`config.mk`:
```
export PLATFORM = sky130hd
export DESIGN_NAME = pool_allocator_best_fit
export DESIGN_NICKNAME = d
export VERILOG_FILES = /design/src/rtl/core/pab_pkg.sv /design/src/rtl/core/pab_ctrl.sv /design/src/rtl/core/pab_dp.sv /design/src/rtl/core/pool_allocator_best_fit.sv
export SDC_FILE = /design/constraint.sdc
export NUM_CORES = 2
export LEC_CHECK = 0
export BUFFER_PORTS_ARGS = -buffer_cell sky130_fd_sc_hd__buf_2
export CAP_MARGIN = 20
export CORE_ASPECT_RATIO = 1.5
export CORE_MARGIN = 1.5
export CORE_UTILIZATION = 57
export DETAILED_ROUTE_END_ITERATION = 16
export GPL_ROUTABILITY_DRIVEN = 0
export PLACE_DENSITY = 0.76
export SYNTH_ARGS = -nofsm -noshare
export SYNTH_HDL_FRONTEND = slang
export SYNTH_SLANG_ARGS = --single-unit
```
`constraint.sdc`:
```
create_clock -name i_clk -period 7.5 [get_ports i_clk]
set_input_delay 0.75 -clock i_clk [delete_from_list [all_inputs] [get_ports i_clk]]
set_output_delay 0.75 -clock i_clk [all_outputs]
set_load 0.05 [all_outputs]
```
`src/rtl/core/pab_pkg.sv`:
```
`timescale 1ns / 1ps
// ----------------------------------------------------------------------------
// pab_pkg
// Shared types and constants for the best-fit pool allocator.
// ----------------------------------------------------------------------------
package pab_pkg;

    localparam int FREE_ENTRIES_DEF = 32;
    localparam int LIVE_ENTRIES_DEF = 32;
    localparam int OFFSET_BITS_DEF  = 20;

    localparam int BYTE_W  = 21;  // byte_count / block_offset / pool length
    localparam int ALIGN_W = 13;
    localparam int REM_W   = ALIGN_W + 1;
    localparam int NEED_W  = BYTE_W + 1;  // rounded size can pass 2^21
    localparam int GOFF_W  = 20;

    localparam logic [BYTE_W-1:0] POOL_LEN_RST = 21'd65536;

    // register index (paddr[2])
    localparam logic REG_POOL_LEN = 1'b0;

    typedef enum logic [2:0] {
        ST_GRANTED = 3'd0,
        ST_ZERO    = 3'd1,
        ST_OOM     = 3'd2,
        ST_FREED   = 3'd3,
        ST_IGNORED = 3'd4,
        ST_FULL    = 3'd5
    } t_status;

    localparam logic FUNC_ALLOC = 1'b0;
    localparam logic FUNC_FREE  = 1'b1;

    typedef struct packed {
        logic                func;
        logic [BYTE_W-1:0]   byte_count;
        logic [ALIGN_W-1:0]  align;
        logic [BYTE_W-1:0]   block_offset;
    } t_in_word;

    typedef struct packed {
        logic [GOFF_W-1:0] granted_offset;
        t_status           status;
    } t_out_word;

    typedef struct packed {
        logic    load_in;
        logic    div_start;
        logic    need_ld;
        logic    scan_start;
        logic    key_ld;
        logic    commit_alloc;
        logic    commit_free;
        logic    res_ld;
        t_status res_status;
    } t_pab_cmd;

    typedef struct packed {
        logic func;
        logic zero_req;
        logic free_ok;
        logic div_done;
        logic scan_done;
        logic bf_hit;
        logic oom;
        logic live_slot_ok;
        logic free_match;
        logic free_slot_ok;
    } t_pab_sts;

endpackage

```
`src/rtl/core/pab_ctrl.sv`:
```
`timescale 1ns / 1ps
// ----------------------------------------------------------------------------
// pab_ctrl
// Request sequencer: rounding, table scans, commit and result handoff.
// ----------------------------------------------------------------------------
module pab_ctrl (
    input  logic               i_clk,
    input  logic               i_rst_n,
    input  logic               i_in_valid,
    output logic               o_in_stall,
    output logic               o_out_valid,
    input  logic               i_out_stall,
    input  pab_pkg::t_pab_sts  i_sts,
    output pab_pkg::t_pab_cmd  o_cmd
);

    typedef enum logic [2:0] {
        S_IDLE,
        S_CHECK,
        S_DIV,
        S_NEED,
        S_SCAN1,
        S_SCAN2,
        S_DONE
    } t_state;

    t_state           r_state;
    pab_pkg::t_status r_status;
    logic             r_do_alloc;
    logic             r_do_free;
    logic             r_out_valid;
    logic             out_free;

    assign out_free    = !r_out_valid || !i_out_stall;
    assign o_in_stall  = (r_state != S_IDLE);
    assign o_out_valid = r_out_valid;

    always_comb begin
        o_cmd            = '0;
        o_cmd.res_status = r_status;
        unique case (r_state)
            S_IDLE: begin
                o_cmd.load_in = i_in_valid;
            end
            S_CHECK: begin
                o_cmd.div_start  = (i_sts.func == pab_pkg::FUNC_ALLOC) && !i_sts.zero_req;
                o_cmd.scan_start = (i_sts.func == pab_pkg::FUNC_FREE) && i_sts.free_ok;
            end
            S_DIV: begin
                o_cmd.need_ld = i_sts.div_done;
            end
            S_NEED: begin
                o_cmd.scan_start = 1'b1;
            end
            S_SCAN1: begin
                if (i_sts.scan_done && i_sts.func == pab_pkg::FUNC_ALLOC &&
                    (i_sts.bf_hit || !i_sts.oom)) begin
                    o_cmd.key_ld     = 1'b1;
                    o_cmd.scan_start = 1'b1;
                end
            end
            S_SCAN2: begin
            end
            S_DONE: begin
                o_cmd.res_ld       = out_free;
                o_cmd.commit_alloc = out_free && r_do_alloc;
                o_cmd.commit_free  = out_free && r_do_free;
            end
            default: begin
            end
        endcase
    end

    always_ff @(posedge i_clk) begin
        if (!i_rst_n) begin
            r_state     <= S_IDLE;
            r_status    <= pab_pkg::ST_GRANTED;
            r_do_alloc  <= 1'b0;
            r_do_free   <= 1'b0;
            r_out_valid <= 1'b0;
        end else begin
            if (!i_out_stall) begin
                r_out_valid <= 1'b0;
            end
            unique case (r_state)
                S_IDLE: begin
                    if (i_in_valid) begin
                        r_state <= S_CHECK;
                    end
                end
                S_CHECK: begin
                    if (i_sts.func == pab_pkg::FUNC_ALLOC) begin
                        if (i_sts.zero_req) begin
                            r_status <= pab_pkg::ST_ZERO;
                            r_state  <= S_DONE;
                        end else begin
                            r_state <= S_DIV;
                        end
                    end else if (i_sts.free_ok) begin
                        r_state <= S_SCAN1;
                    end else begin
                        r_status <= pab_pkg::ST_IGNORED;
                        r_state  <= S_DONE;
                    end
                end
                S_DIV: begin
                    if (i_sts.div_done) begin
                        r_state <= S_NEED;
                    end
                end
                S_NEED: begin
                    r_state <= S_SCAN1;
                end
                S_SCAN1: begin
                    if (i_sts.scan_done) begin
                        if (i_sts.func == pab_pkg::FUNC_ALLOC) begin
                            if (i_sts.bf_hit || !i_sts.oom) begin
                                r_state <= S_SCAN2;
                            end else begin
                                r_status <= pab_pkg::ST_OOM;
                                r_state  <= S_DONE;
                            end
                        end else begin
                            r_state <= S_DONE;
                            if (i_sts.free_match && i_sts.free_slot_ok) begin
                                r_status  <= pab_pkg::ST_FREED;
                                r_do_free <= 1'b1;
                            end else if (i_sts.free_match) begin
                                r_status <= pab_pkg::ST_FULL;
                            end else begin
                                r_status <= pab_pkg::ST_IGNORED;
                            end
                        end
                    end
                end
                S_SCAN2: begin
                    if (i_sts.scan_done) begin
                        r_state <= S_DONE;
                        if (i_sts.live_slot_ok) begin
                            r_status   <= pab_pkg::ST_GRANTED;
                            r_do_alloc <= 1'b1;
                        end else begin
                            r_status <= pab_pkg::ST_FULL;
                        end
                    end
                end
                S_DONE: begin
                    if (out_free) begin
                        r_out_valid <= 1'b1;
                        r_do_alloc  <= 1'b0;
                        r_do_free   <= 1'b0;
                        r_state     <= S_IDLE;
                    end
                end
                default: begin
                    r_state <= S_IDLE;
                end
            endcase
        end
    end

`ifndef ASSERT_OFF
    a_one_commit: assert property (@(posedge i_clk) disable iff (!i_rst_n)
        !(o_cmd.commit_alloc && o_cmd.commit_free))
        else $error("alloc and free commit together");

    a_res_room: assert property (@(posedge i_clk) disable iff (!i_rst_n)
        o_cmd.res_ld |-> (!r_out_valid || !i_out_stall))
        else $error("result loaded over a held word");

    a_res_shown: assert property (@(posedge i_clk) disable iff (!i_rst_n)
        o_cmd.res_ld |=> o_out_valid)
        else $error("loaded result not presented");
`endif

endmodule

```
`src/rtl/core/pab_dp.sv`:
```
`timescale 1ns / 1ps
// ----------------------------------------------------------------------------
// pab_dp
// Datapath: remainder unit, free/live tables, scan trackers, top pointer.
// ----------------------------------------------------------------------------
module pab_dp #(
    parameter int FREE_ENTRIES = pab_pkg::FREE_ENTRIES_DEF,
    parameter int LIVE_ENTRIES = pab_pkg::LIVE_ENTRIES_DEF,
    parameter int OFFSET_BITS  = pab_pkg::OFFSET_BITS_DEF
) (
    input  logic                           i_clk,
    input  logic                           i_rst_n,
    input  pab_pkg::t_pab_cmd              i_cmd,
    output pab_pkg::t_pab_sts              o_sts,
    input  pab_pkg::t_in_word              i_in_word,
    input  logic [pab_pkg::BYTE_W-1:0]     i_pool_len,
    output pab_pkg::t_out_word             o_out_word
);

    localparam int FIDX_W = (FREE_ENTRIES > 1) ? $clog2(FREE_ENTRIES) : 1;
    localparam int LIDX_W = (LIVE_ENTRIES > 1) ? $clog2(LIVE_ENTRIES) : 1;
    localparam int MAX_N  = (FREE_ENTRIES > LIVE_ENTRIES) ? FREE_ENTRIES : LIVE_ENTRIES;
    localparam int CNT_W  = $clog2(MAX_N + 1);
    localparam int NEED_W = pab_pkg::NEED_W;
    localparam int TOP_W  = OFFSET_BITS + 1;
    localparam int SUM_W  = ((TOP_W > NEED_W) ? TOP_W : NEED_W) + 1;
    localparam int KEY_W  = (OFFSET_BITS > pab_pkg::BYTE_W) ? OFFSET_BITS : pab_pkg::BYTE_W;
    localparam int DIV_STEPS = pab_pkg::BYTE_W;
    localparam int DCNT_W    = $clog2(DIV_STEPS);

    pab_pkg::t_in_word r_in;
    pab_pkg::t_out_word r_out;

    // tables: data in arrays, valid bits in flops
    logic [OFFSET_BITS-1:0] r_free_off  [FREE_ENTRIES];
    logic [NEED_W-1:0]      r_free_size [FREE_ENTRIES];
    logic [FREE_ENTRIES-1:0] r_free_vld;
    logic [OFFSET_BITS-1:0] r_live_off  [LIVE_ENTRIES];
    logic [NEED_W-1:0]      r_live_size [LIVE_ENTRIES];
    logic [LIVE_ENTRIES-1:0] r_live_vld;

    logic [TOP_W-1:0]       r_top;
    logic [NEED_W-1:0]      r_need;
    logic [OFFSET_BITS-1:0] r_key_off;
    logic                   r_reuse;
    logic [FIDX_W-1:0]      r_reuse_idx;

    // remainder unit
    logic [pab_pkg::REM_W-1:0]   r_rem;
    logic [pab_pkg::BYTE_W-1:0]  r_dsh;
    logic [DCNT_W-1:0]           r_dcnt;
    logic                        r_div_act;
    logic                        r_div_done;
    logic [pab_pkg::ALIGN_W-1:0] align_eff;
    logic [pab_pkg::REM_W-1:0]   rem_try;
    logic [pab_pkg::REM_W-1:0]   rem_nxt;

    // scan engine
    logic [CNT_W-1:0]       r_cnt;
    logic [CNT_W-1:0]       r_cmp_idx;
    logic                   r_scan_act;
    logic                   r_cmp_act;
    logic                   r_scan_done;
    logic [OFFSET_BITS-1:0] r_frd_off;
    logic [NEED_W-1:0]      r_frd_size;
    logic                   r_frd_vld;
    logic [OFFSET_BITS-1:0] r_lrd_off;
    logic [NEED_W-1:0]      r_lrd_size;
    logic                   r_lrd_vld;
    logic                   f_en;
    logic                   l_en;

    // trackers
    logic                   r_lm_hit;
    logic [LIDX_W-1:0]      r_lm_idx;
    logic [NEED_W-1:0]      r_lm_size;
    logic                   r_le_hit;
    logic [LIDX_W-1:0]      r_le_idx;
    logic                   r_fm_hit;
    logic [FIDX_W-1:0]      r_fm_idx;
    logic                   r_fe_hit;
    logic [FIDX_W-1:0]      r_fe_idx;
    logic                   r_bf_hit;
    logic [FIDX_W-1:0]      r_bf_idx;
    logic [NEED_W-1:0]      r_bf_size;
    logic [OFFSET_BITS-1:0] r_bf_off;

    logic [SUM_W-1:0]       lim_pool;
    logic [SUM_W-1:0]       lim_cap;
    logic [SUM_W-1:0]       limit;
    logic [KEY_W-1:0]       live_key;
    logic [KEY_W-1:0]       boff_key;
    logic [NEED_W-1:0]      bytes_ext;
    logic                   bf_better;
    logic [LIDX_W-1:0]      l_wr;
    logic [FIDX_W-1:0]      f_wr;

    assign align_eff = (r_in.align == '0) ? pab_pkg::ALIGN_W'(1) : r_in.align;
    assign rem_try   = {r_rem[pab_pkg::REM_W-2:0], r_dsh[pab_pkg::BYTE_W-1]};
    assign rem_nxt   = (rem_try >= pab_pkg::REM_W'(align_eff)) ?
                       rem_try - pab_pkg::REM_W'(align_eff) : rem_try;

    assign lim_pool = SUM_W'(i_pool_len);
    assign lim_cap  = SUM_W'(1) << OFFSET_BITS;
    assign limit    = (lim_pool < lim_cap) ? lim_pool : lim_cap;

    assign boff_key  = KEY_W'(r_in.block_offset);
    assign live_key  = (r_in.func == pab_pkg::FUNC_FREE) ? boff_key : KEY_W'(r_key_off);
    assign bytes_ext = NEED_W'(r_in.byte_count);

    assign f_en = r_cmp_act && (r_cmp_idx < CNT_W'(FREE_ENTRIES));
    assign l_en = r_cmp_act && (r_cmp_idx < CNT_W'(LIVE_ENTRIES));

    assign bf_better = (r_frd_size >= r_need) &&
                       (!r_bf_hit || (r_frd_size < r_bf_size) ||
                        ((r_frd_size == r_bf_size) && (r_frd_off < r_bf_off)));

    assign l_wr = r_lm_hit ? r_lm_idx : r_le_idx;
    assign f_wr = r_fm_hit ? r_fm_idx : r_fe_idx;

    always_comb begin
        o_sts              = '0;
        o_sts.func         = r_in.func;
        o_sts.zero_req     = (r_in.byte_count == '0);
        o_sts.free_ok      = (r_in.byte_count != '0) &&
                             (SUM_W'(r_in.block_offset) < limit);
        o_sts.div_done     = r_div_done;
        o_sts.scan_done    = r_scan_done;
        o_sts.bf_hit       = r_bf_hit;
        o_sts.oom          = (SUM_W'(r_top) + SUM_W'(r_need)) > limit;
        o_sts.live_slot_ok = r_lm_hit || r_le_hit;
        o_sts.free_match   = r_lm_hit && (r_lm_size == bytes_ext);
        o_sts.free_slot_ok = r_fm_hit || r_fe_hit;
    end

    assign o_out_word = r_out;

    // control state
    always_ff @(posedge i_clk) begin
        if (!i_rst_n) begin
            r_div_act   <= 1'b0;
            r_div_done  <= 1'b0;
            r_scan_act  <= 1'b0;
            r_cmp_act   <= 1'b0;
            r_scan_done <= 1'b0;
            r_top       <= '0;
            r_free_vld  <= '0;
            r_live_vld  <= '0;
        end else begin
            if (i_cmd.div_start) begin
                r_div_act  <= 1'b1;
                r_div_done <= 1'b0;
            end else if (r_div_act && r_dcnt == DCNT_W'(DIV_STEPS - 1)) begin
                r_div_act  <= 1'b0;
                r_div_done <= 1'b1;
            end

            if (i_cmd.scan_start) begin
                r_scan_act  <= 1'b1;
                r_cmp_act   <= 1'b0;
                r_scan_done <= 1'b0;
            end else begin
                r_cmp_act <= r_scan_act;
                if (r_scan_act && r_cnt == CNT_W'(MAX_N - 1)) begin
                    r_scan_act <= 1'b0;
                end
                if (r_cmp_act && r_cmp_idx == CNT_W'(MAX_N - 1)) begin
                    r_scan_done <= 1'b1;
                end
            end

            if (i_cmd.commit_alloc) begin
                r_live_vld[l_wr] <= 1'b1;
                if (r_reuse) begin
                    r_free_vld[r_reuse_idx] <= 1'b0;
                end else begin
                    r_top <= TOP_W'(SUM_W'(r_top) + SUM_W'(r_need));
                end
            end
            if (i_cmd.commit_free) begin
                r_live_vld[r_lm_idx] <= 1'b0;
                r_free_vld[f_wr]     <= 1'b1;
            end
        end
    end

    // payload, table data and scan trackers
    always_ff @(posedge i_clk) begin
        if (i_cmd.load_in) begin
            r_in <= i_in_word;
        end

        if (i_cmd.div_start) begin
            r_rem  <= '0;
            r_dsh  <= r_in.byte_count;
            r_dcnt <= '0;
        end else if (r_div_act) begin
            r_rem  <= rem_nxt;
            r_dsh  <= r_dsh << 1;
            r_dcnt <= r_dcnt + DCNT_W'(1);
        end

        // round up: add (align - rem) unless exact
        if (i_cmd.need_ld) begin
            r_need <= bytes_ext + ((r_rem != '0) ?
                      NEED_W'(align_eff) - NEED_W'(r_rem) : NEED_W'(0));
        end

        if (i_cmd.key_ld) begin
            r_key_off   <= r_bf_hit ? r_bf_off : r_top[OFFSET_BITS-1:0];
            r_reuse     <= r_bf_hit;
            r_reuse_idx <= r_bf_idx;
        end

        if (i_cmd.scan_start) begin
            r_cnt <= '0;
        end else if (r_scan_act) begin
            r_cnt <= r_cnt + CNT_W'(1);
        end
        r_cmp_idx  <= r_cnt;
        r_frd_off  <= r_free_off[r_cnt[FIDX_W-1:0]];
        r_frd_size <= r_free_size[r_cnt[FIDX_W-1:0]];
        r_frd_vld  <= r_free_vld[r_cnt[FIDX_W-1:0]];
        r_lrd_off  <= r_live_off[r_cnt[LIDX_W-1:0]];
        r_lrd_size <= r_live_size[r_cnt[LIDX_W-1:0]];
        r_lrd_vld  <= r_live_vld[r_cnt[LIDX_W-1:0]];

        if (i_cmd.scan_start) begin
            r_lm_hit <= 1'b0;
            r_le_hit <= 1'b0;
            r_fm_hit <= 1'b0;
            r_fe_hit <= 1'b0;
            r_bf_hit <= 1'b0;
        end else begin
            if (l_en) begin
                if (r_lrd_vld) begin
                    if (!r_lm_hit && KEY_W'(r_lrd_off) == live_key) begin
                        r_lm_hit  <= 1'b1;
                        r_lm_idx  <= r_cmp_idx[LIDX_W-1:0];
                        r_lm_size <= r_lrd_size;
                    end
                end else if (!r_le_hit) begin
                    r_le_hit <= 1'b1;
                    r_le_idx <= r_cmp_idx[LIDX_W-1:0];
                end
            end
            if (f_en) begin
                if (r_frd_vld) begin
                    if (!r_fm_hit && KEY_W'(r_frd_off) == boff_key &&
                        r_frd_size == bytes_ext) begin
                        r_fm_hit <= 1'b1;
                        r_fm_idx <= r_cmp_idx[FIDX_W-1:0];
                    end
                    if (bf_better) begin
                        r_bf_hit  <= 1'b1;
                        r_bf_idx  <= r_cmp_idx[FIDX_W-1:0];
                        r_bf_size <= r_frd_size;
                        r_bf_off  <= r_frd_off;
                    end
                end else if (!r_fe_hit) begin
                    r_fe_hit <= 1'b1;
                    r_fe_idx <= r_cmp_idx[FIDX_W-1:0];
                end
            end
        end

        if (i_cmd.commit_alloc) begin
            r_live_off[l_wr]  <= r_key_off;
            r_live_size[l_wr] <= r_need;
        end
        if (i_cmd.commit_free) begin
            r_free_off[f_wr]  <= OFFSET_BITS'(r_in.block_offset);
            r_free_size[f_wr] <= bytes_ext;
        end

        if (i_cmd.res_ld) begin
            r_out.status         <= i_cmd.res_status;
            r_out.granted_offset <= (i_cmd.res_status == pab_pkg::ST_GRANTED) ?
                                    pab_pkg::GOFF_W'(r_key_off) : '0;
        end
    end

`ifndef ASSERT_OFF
    a_done_idle: assert property (@(posedge i_clk) disable iff (!i_rst_n)
        r_scan_done |-> (!r_scan_act && !r_cmp_act))
        else $error("scan flagged done while still running");

    a_div_scan_excl: assert property (@(posedge i_clk) disable iff (!i_rst_n)
        !(r_div_act && r_scan_act))
        else $error("remainder unit and scan active together");
`endif

endmodule

```
`src/rtl/core/pool_allocator_best_fit.sv`:
```
`timescale 1ns / 1ps
// Allocate: a 21-step remainder unit rounds the size, then two scans read one table
//   entry per cycle, each over the larger table depth.
// Out of memory skips the second scan. Free takes one scan; zero or rejected
//   requests take none.
// Throughput: one word at a time; the next word is taken while a result waits.
// Reset: tables empty (valid flops cleared at once), top pointer 0, pool length 65536.
// ----------------------------------------------------------------------------
// pool_allocator_best_fit
// Bump allocator with a best-fit free table and a live-block table.
// ----------------------------------------------------------------------------
module pool_allocator_best_fit #(
    parameter int FREE_ENTRIES = pab_pkg::FREE_ENTRIES_DEF,
    parameter int LIVE_ENTRIES = pab_pkg::LIVE_ENTRIES_DEF,
    parameter int OFFSET_BITS  = pab_pkg::OFFSET_BITS_DEF
) (
    input  logic                i_clk,
    input  logic                i_rst_n,
    input  logic                i_in_valid,
    output logic                o_in_stall,
    input  pab_pkg::t_in_word   i_in_word,
    output logic                o_out_valid,
    input  logic                i_out_stall,
    output pab_pkg::t_out_word  o_out_word,
    input  logic                psel,
    input  logic                penable,
    input  logic                pwrite,
    input  logic [2:0]          paddr,
    input  logic [31:0]         pwdata,
    output logic [31:0]         prdata,
    output logic                pready
);

    logic [pab_pkg::BYTE_W-1:0] r_pool_len;
    pab_pkg::t_pab_cmd          cmd;
    pab_pkg::t_pab_sts          sts;

    assign pready = 1'b1;
    assign prdata = (paddr[2] == pab_pkg::REG_POOL_LEN) ? 32'(r_pool_len) : 32'd0;

    always_ff @(posedge i_clk) begin
        if (!i_rst_n) begin
            r_pool_len <= pab_pkg::POOL_LEN_RST;
        end else if (psel && penable && pwrite && paddr[2] == pab_pkg::REG_POOL_LEN) begin
            r_pool_len <= pwdata[pab_pkg::BYTE_W-1:0];
        end
    end

    pab_ctrl u_ctrl (
        .i_clk       (i_clk),
        .i_rst_n     (i_rst_n),
        .i_in_valid  (i_in_valid),
        .o_in_stall  (o_in_stall),
        .o_out_valid (o_out_valid),
        .i_out_stall (i_out_stall),
        .i_sts       (sts),
        .o_cmd       (cmd)
    );

    pab_dp #(
        .FREE_ENTRIES (FREE_ENTRIES),
        .LIVE_ENTRIES (LIVE_ENTRIES),
        .OFFSET_BITS  (OFFSET_BITS)
    ) u_dp (
        .i_clk       (i_clk),
        .i_rst_n     (i_rst_n),
        .i_cmd       (cmd),
        .o_sts       (sts),
        .i_in_word   (i_in_word),
        .i_pool_len  (r_pool_len),
        .o_out_word  (o_out_word)
    );

endmodule

```
==> out/metrics.cfg <==
[run_status]
status = complete, but fails checks
violations = DRC

[clock_network]
path_clk_slew_ps = 70
cts_buffer_depth = 4
post_cts_buffers = 0
cts_sinks = 3133
root_buffer = clkbuf_16
clock_latency_ps = 870
htreeDepth = 5
cts_resized = 0
hold_buffers = 0
cts_tree = built
cts_inserted_buffers = 273

[power]
peakVddDrop_v = 0.000249
clockPowerShare = 0.329
intPower_uw = 32600
p_seq_frac = 0.461
comb_power_share = 0.210
power.density_nw_per_um2 = 319
p_leak_uw = 0.0439
p_sw_frac = 0.265
p_sw_uw = 11700

[die]
die_w_um = 384
die_area_um2 = 220000
start_util = 0.573
num_rows = 209
ioPinCount = 156
die_y_um = 574
core-area_um2 = 216000

[cells_and_area]
syn_to_final_growth_pct = 12.0
drive_above_1_share = 0.284
nNetsFinal = 6571
fillerInstances = 13800
instances_no_fill = 9363
final_core_util = 0.642

[global_route]
grt.overflow.total = 0
grt_pass1_wl_um = 469000
track_usage = 0.303
grt_max_degree = 168
antenna_found_initial = 14
grt_pass1_vias = 65200

[yosys]
ys_ff_latch = 3133
yosys_warnings = 0
yosys-top-cells-count = edfxtp_1, mux4_2, dfxtp_1
synth.area.top_cells = edfxtp_1, mux4_2, dfxtp_1
synthArstFlopShare = 0
ys.flop_type = edfxtp_1
ys_seq_area_frac = 0.740
synth_edf_count = 2892
synth_area_um2 = 124000
synth_cell_types = 82
yosys.cell_count.top_type = edfxtp_1
synth_top_area_frac = 0.701
synthCells = 5969
yosys.area.top_type = edfxtp_1
syn_area_per_cell_um2 = 20.8

[setup_path]
cpMostUsedCell = ha_1
cp-start-kind = flop
endpoint_kind = flop
crit_buf_inv = 1
critPathMaxFanout = 34
worst_path_max_delay_cell = edfxtp_1
crit_family = compound AO/OA/AOI/OAI gates
worst-setup-path-type = flop to flop
cp.required_ps = 7990
max_stage_delay_ps = 830
cp_cell_sequence = ha_1, or4_1, o22ai_2, o21ai_2, a311o_1, and2_1, xor2_1, ha_1, nand4_1, nor4_2, o31ai_1, a32oi_1, a2111oi_0, mux2_1, or2_1, a31o_1, a211oi_4, buf_4
arrival_ps = 7180

[timing]
period_share = 0.893
finalCriticalPeriod_ps = 6700
worst_clock_skew_ps = 53.6
rsz0062_at_grt = no
hold_viol = 0
final-setup-viol-count = 0
setup_tns_ps = 0
maxSlewHeadroom = 0.172
drv_slew = 0
worst_pin_slew_ps = 1230
clock.fmax_ghz = 0.149

[route]
wl_um = 332000
num_vias = 64000
wl_per_cell_um = 35.5
vias_per_cell = 6.83
drt.antenna.violating_nets = 0
drt_iter0_markers = 8773
drt_pass1_iterations = 14
drc = 2

[min_path]
min_path_type = input port to flop

[place]
place_hpwl_um = 183000
portBuffers = 130
place_inst = 8853

[job]
max_cap_violations = 0

-- layout make-up --
cell class | instances | area [µm²] | area share
Antenna cell | 4 | 10.0 | 0.0000722
Clock buffer | 345 | 7490 | 0.0540
Clock inverter | 145 | 1690 | 0.0121
Inverter | 125 | 469 | 0.00338
Multi-Input combinational cell | 2439 | 31200 | 0.225
Sequential cell | 3133 | 91700 | 0.661
Tap cell | 2848 | 3560 | 0.0257
Timing Repair Buffer | 324 | 2640 | 0.0190
-- power by group through the flow --
stage	Clock [µW]	Sequential, µW	Combinational [µW]
after floorplan	0	20400	6890
after global placement	0	20800	8970
after detailed placement	0	20800	9130
after CTS	14700	20400	9270
after global routing	15300	20400	9880
final	14600	20400	9290
-- flip-flops by register name, indices dropped and copies added, names as in the netlist, 22 cells and up --
signal,cells
u_dp.r_live_vld,32
u_dp.r_live_off,640
u_dp.r_free_size,672
u_dp.r_lm_size,22
u_dp.r_lrd_size,22
u_dp.r_need,22
u_dp.r_live_size,704
u_dp.o_out_word,23
u_dp.r_free_vld,32
u_dp.r_free_off,640
-- kinds of logic (layout without fill, tap and decap cells) --
family / Yosys count / in the layout / share of synthesized area
mux: 1004 / 1004 / 0.168
other cells: 2 / 16 / 0.0000606
simple gates: 658 / 658 / 0.0253
xor+xnor: 142 / 142 / 0.0100
fa+ha+maj: 177 / 177 / 0.0181
compound gates: 446 / 446 / 0.0252
flops: 3133 / 3133 / 0.740
buf+inv: 407 / 939 / 0.0129
-- stage by stage --
stage / area [µm²] / setup slack (ps) / hold WS (ps) / total power [µW]
3_5_place_dp: 129000 / 1040 / 383 / 29900
5_1_grt: 139000 / 508 / 46.7 / 45600
3_3_place_gp: 129000 / 1150 / 374 / 29700
4_1_cts: 138000 / 987 / 32.4 / 44400
6_report: 139000 / 804 / 63.2 / 44300
2_1_floorplan: 124000 / 444 / 329 / 27300
-- final timing paths --
kind / to / slack [ps] / from / cells after the start
worst max-delay path: u_dp.r_bf_off[4] / 800 / u_dp.r_need[7] / 18
worst min-delay path: u_dp.boff_key[3] / 60 / i_in_word[3] / 1
worst max register to register: u_dp.r_bf_off[4] / 800 / u_dp.r_need[7] / 18
worst min register to register: u_dp.r_cmp_idx[5] / 400 / u_dp.r_cnt[5] / 0
-- metal layers --
metal | global-route usage | wire length, µm | part of all wire
met5 | 0 | 27 | 0.000081
met4 | 0.179 | 23500 | 0.071
met3 | 0.0568 | 31300 | 0.094
met2 | 0.517 | 169000 | 0.51
met1 | 0.358 | 108000 | 0.33
-- layout by cell type, fill, tap and decap left out, types with 41 or more instances in the layout --
cell          n
mux4_2      850
nand4_1      42
nor2_4       66
ha_1        173
nor2b_1      43
dfxtp_1     236
o21a_1       72
nor2_1      136
mux2_2      128
edfxtp_1   2892
clkbuf_16   283
xor2_1       43
a21o_1       41
inv_1       124
buf_4       160
nand2_1     187
a21oi_1     123
xnor2_1      99
buf_2       130
clkbuf_1     44
o21ai_0      50
Note: power is estimated with default switching activity, not from simulation.
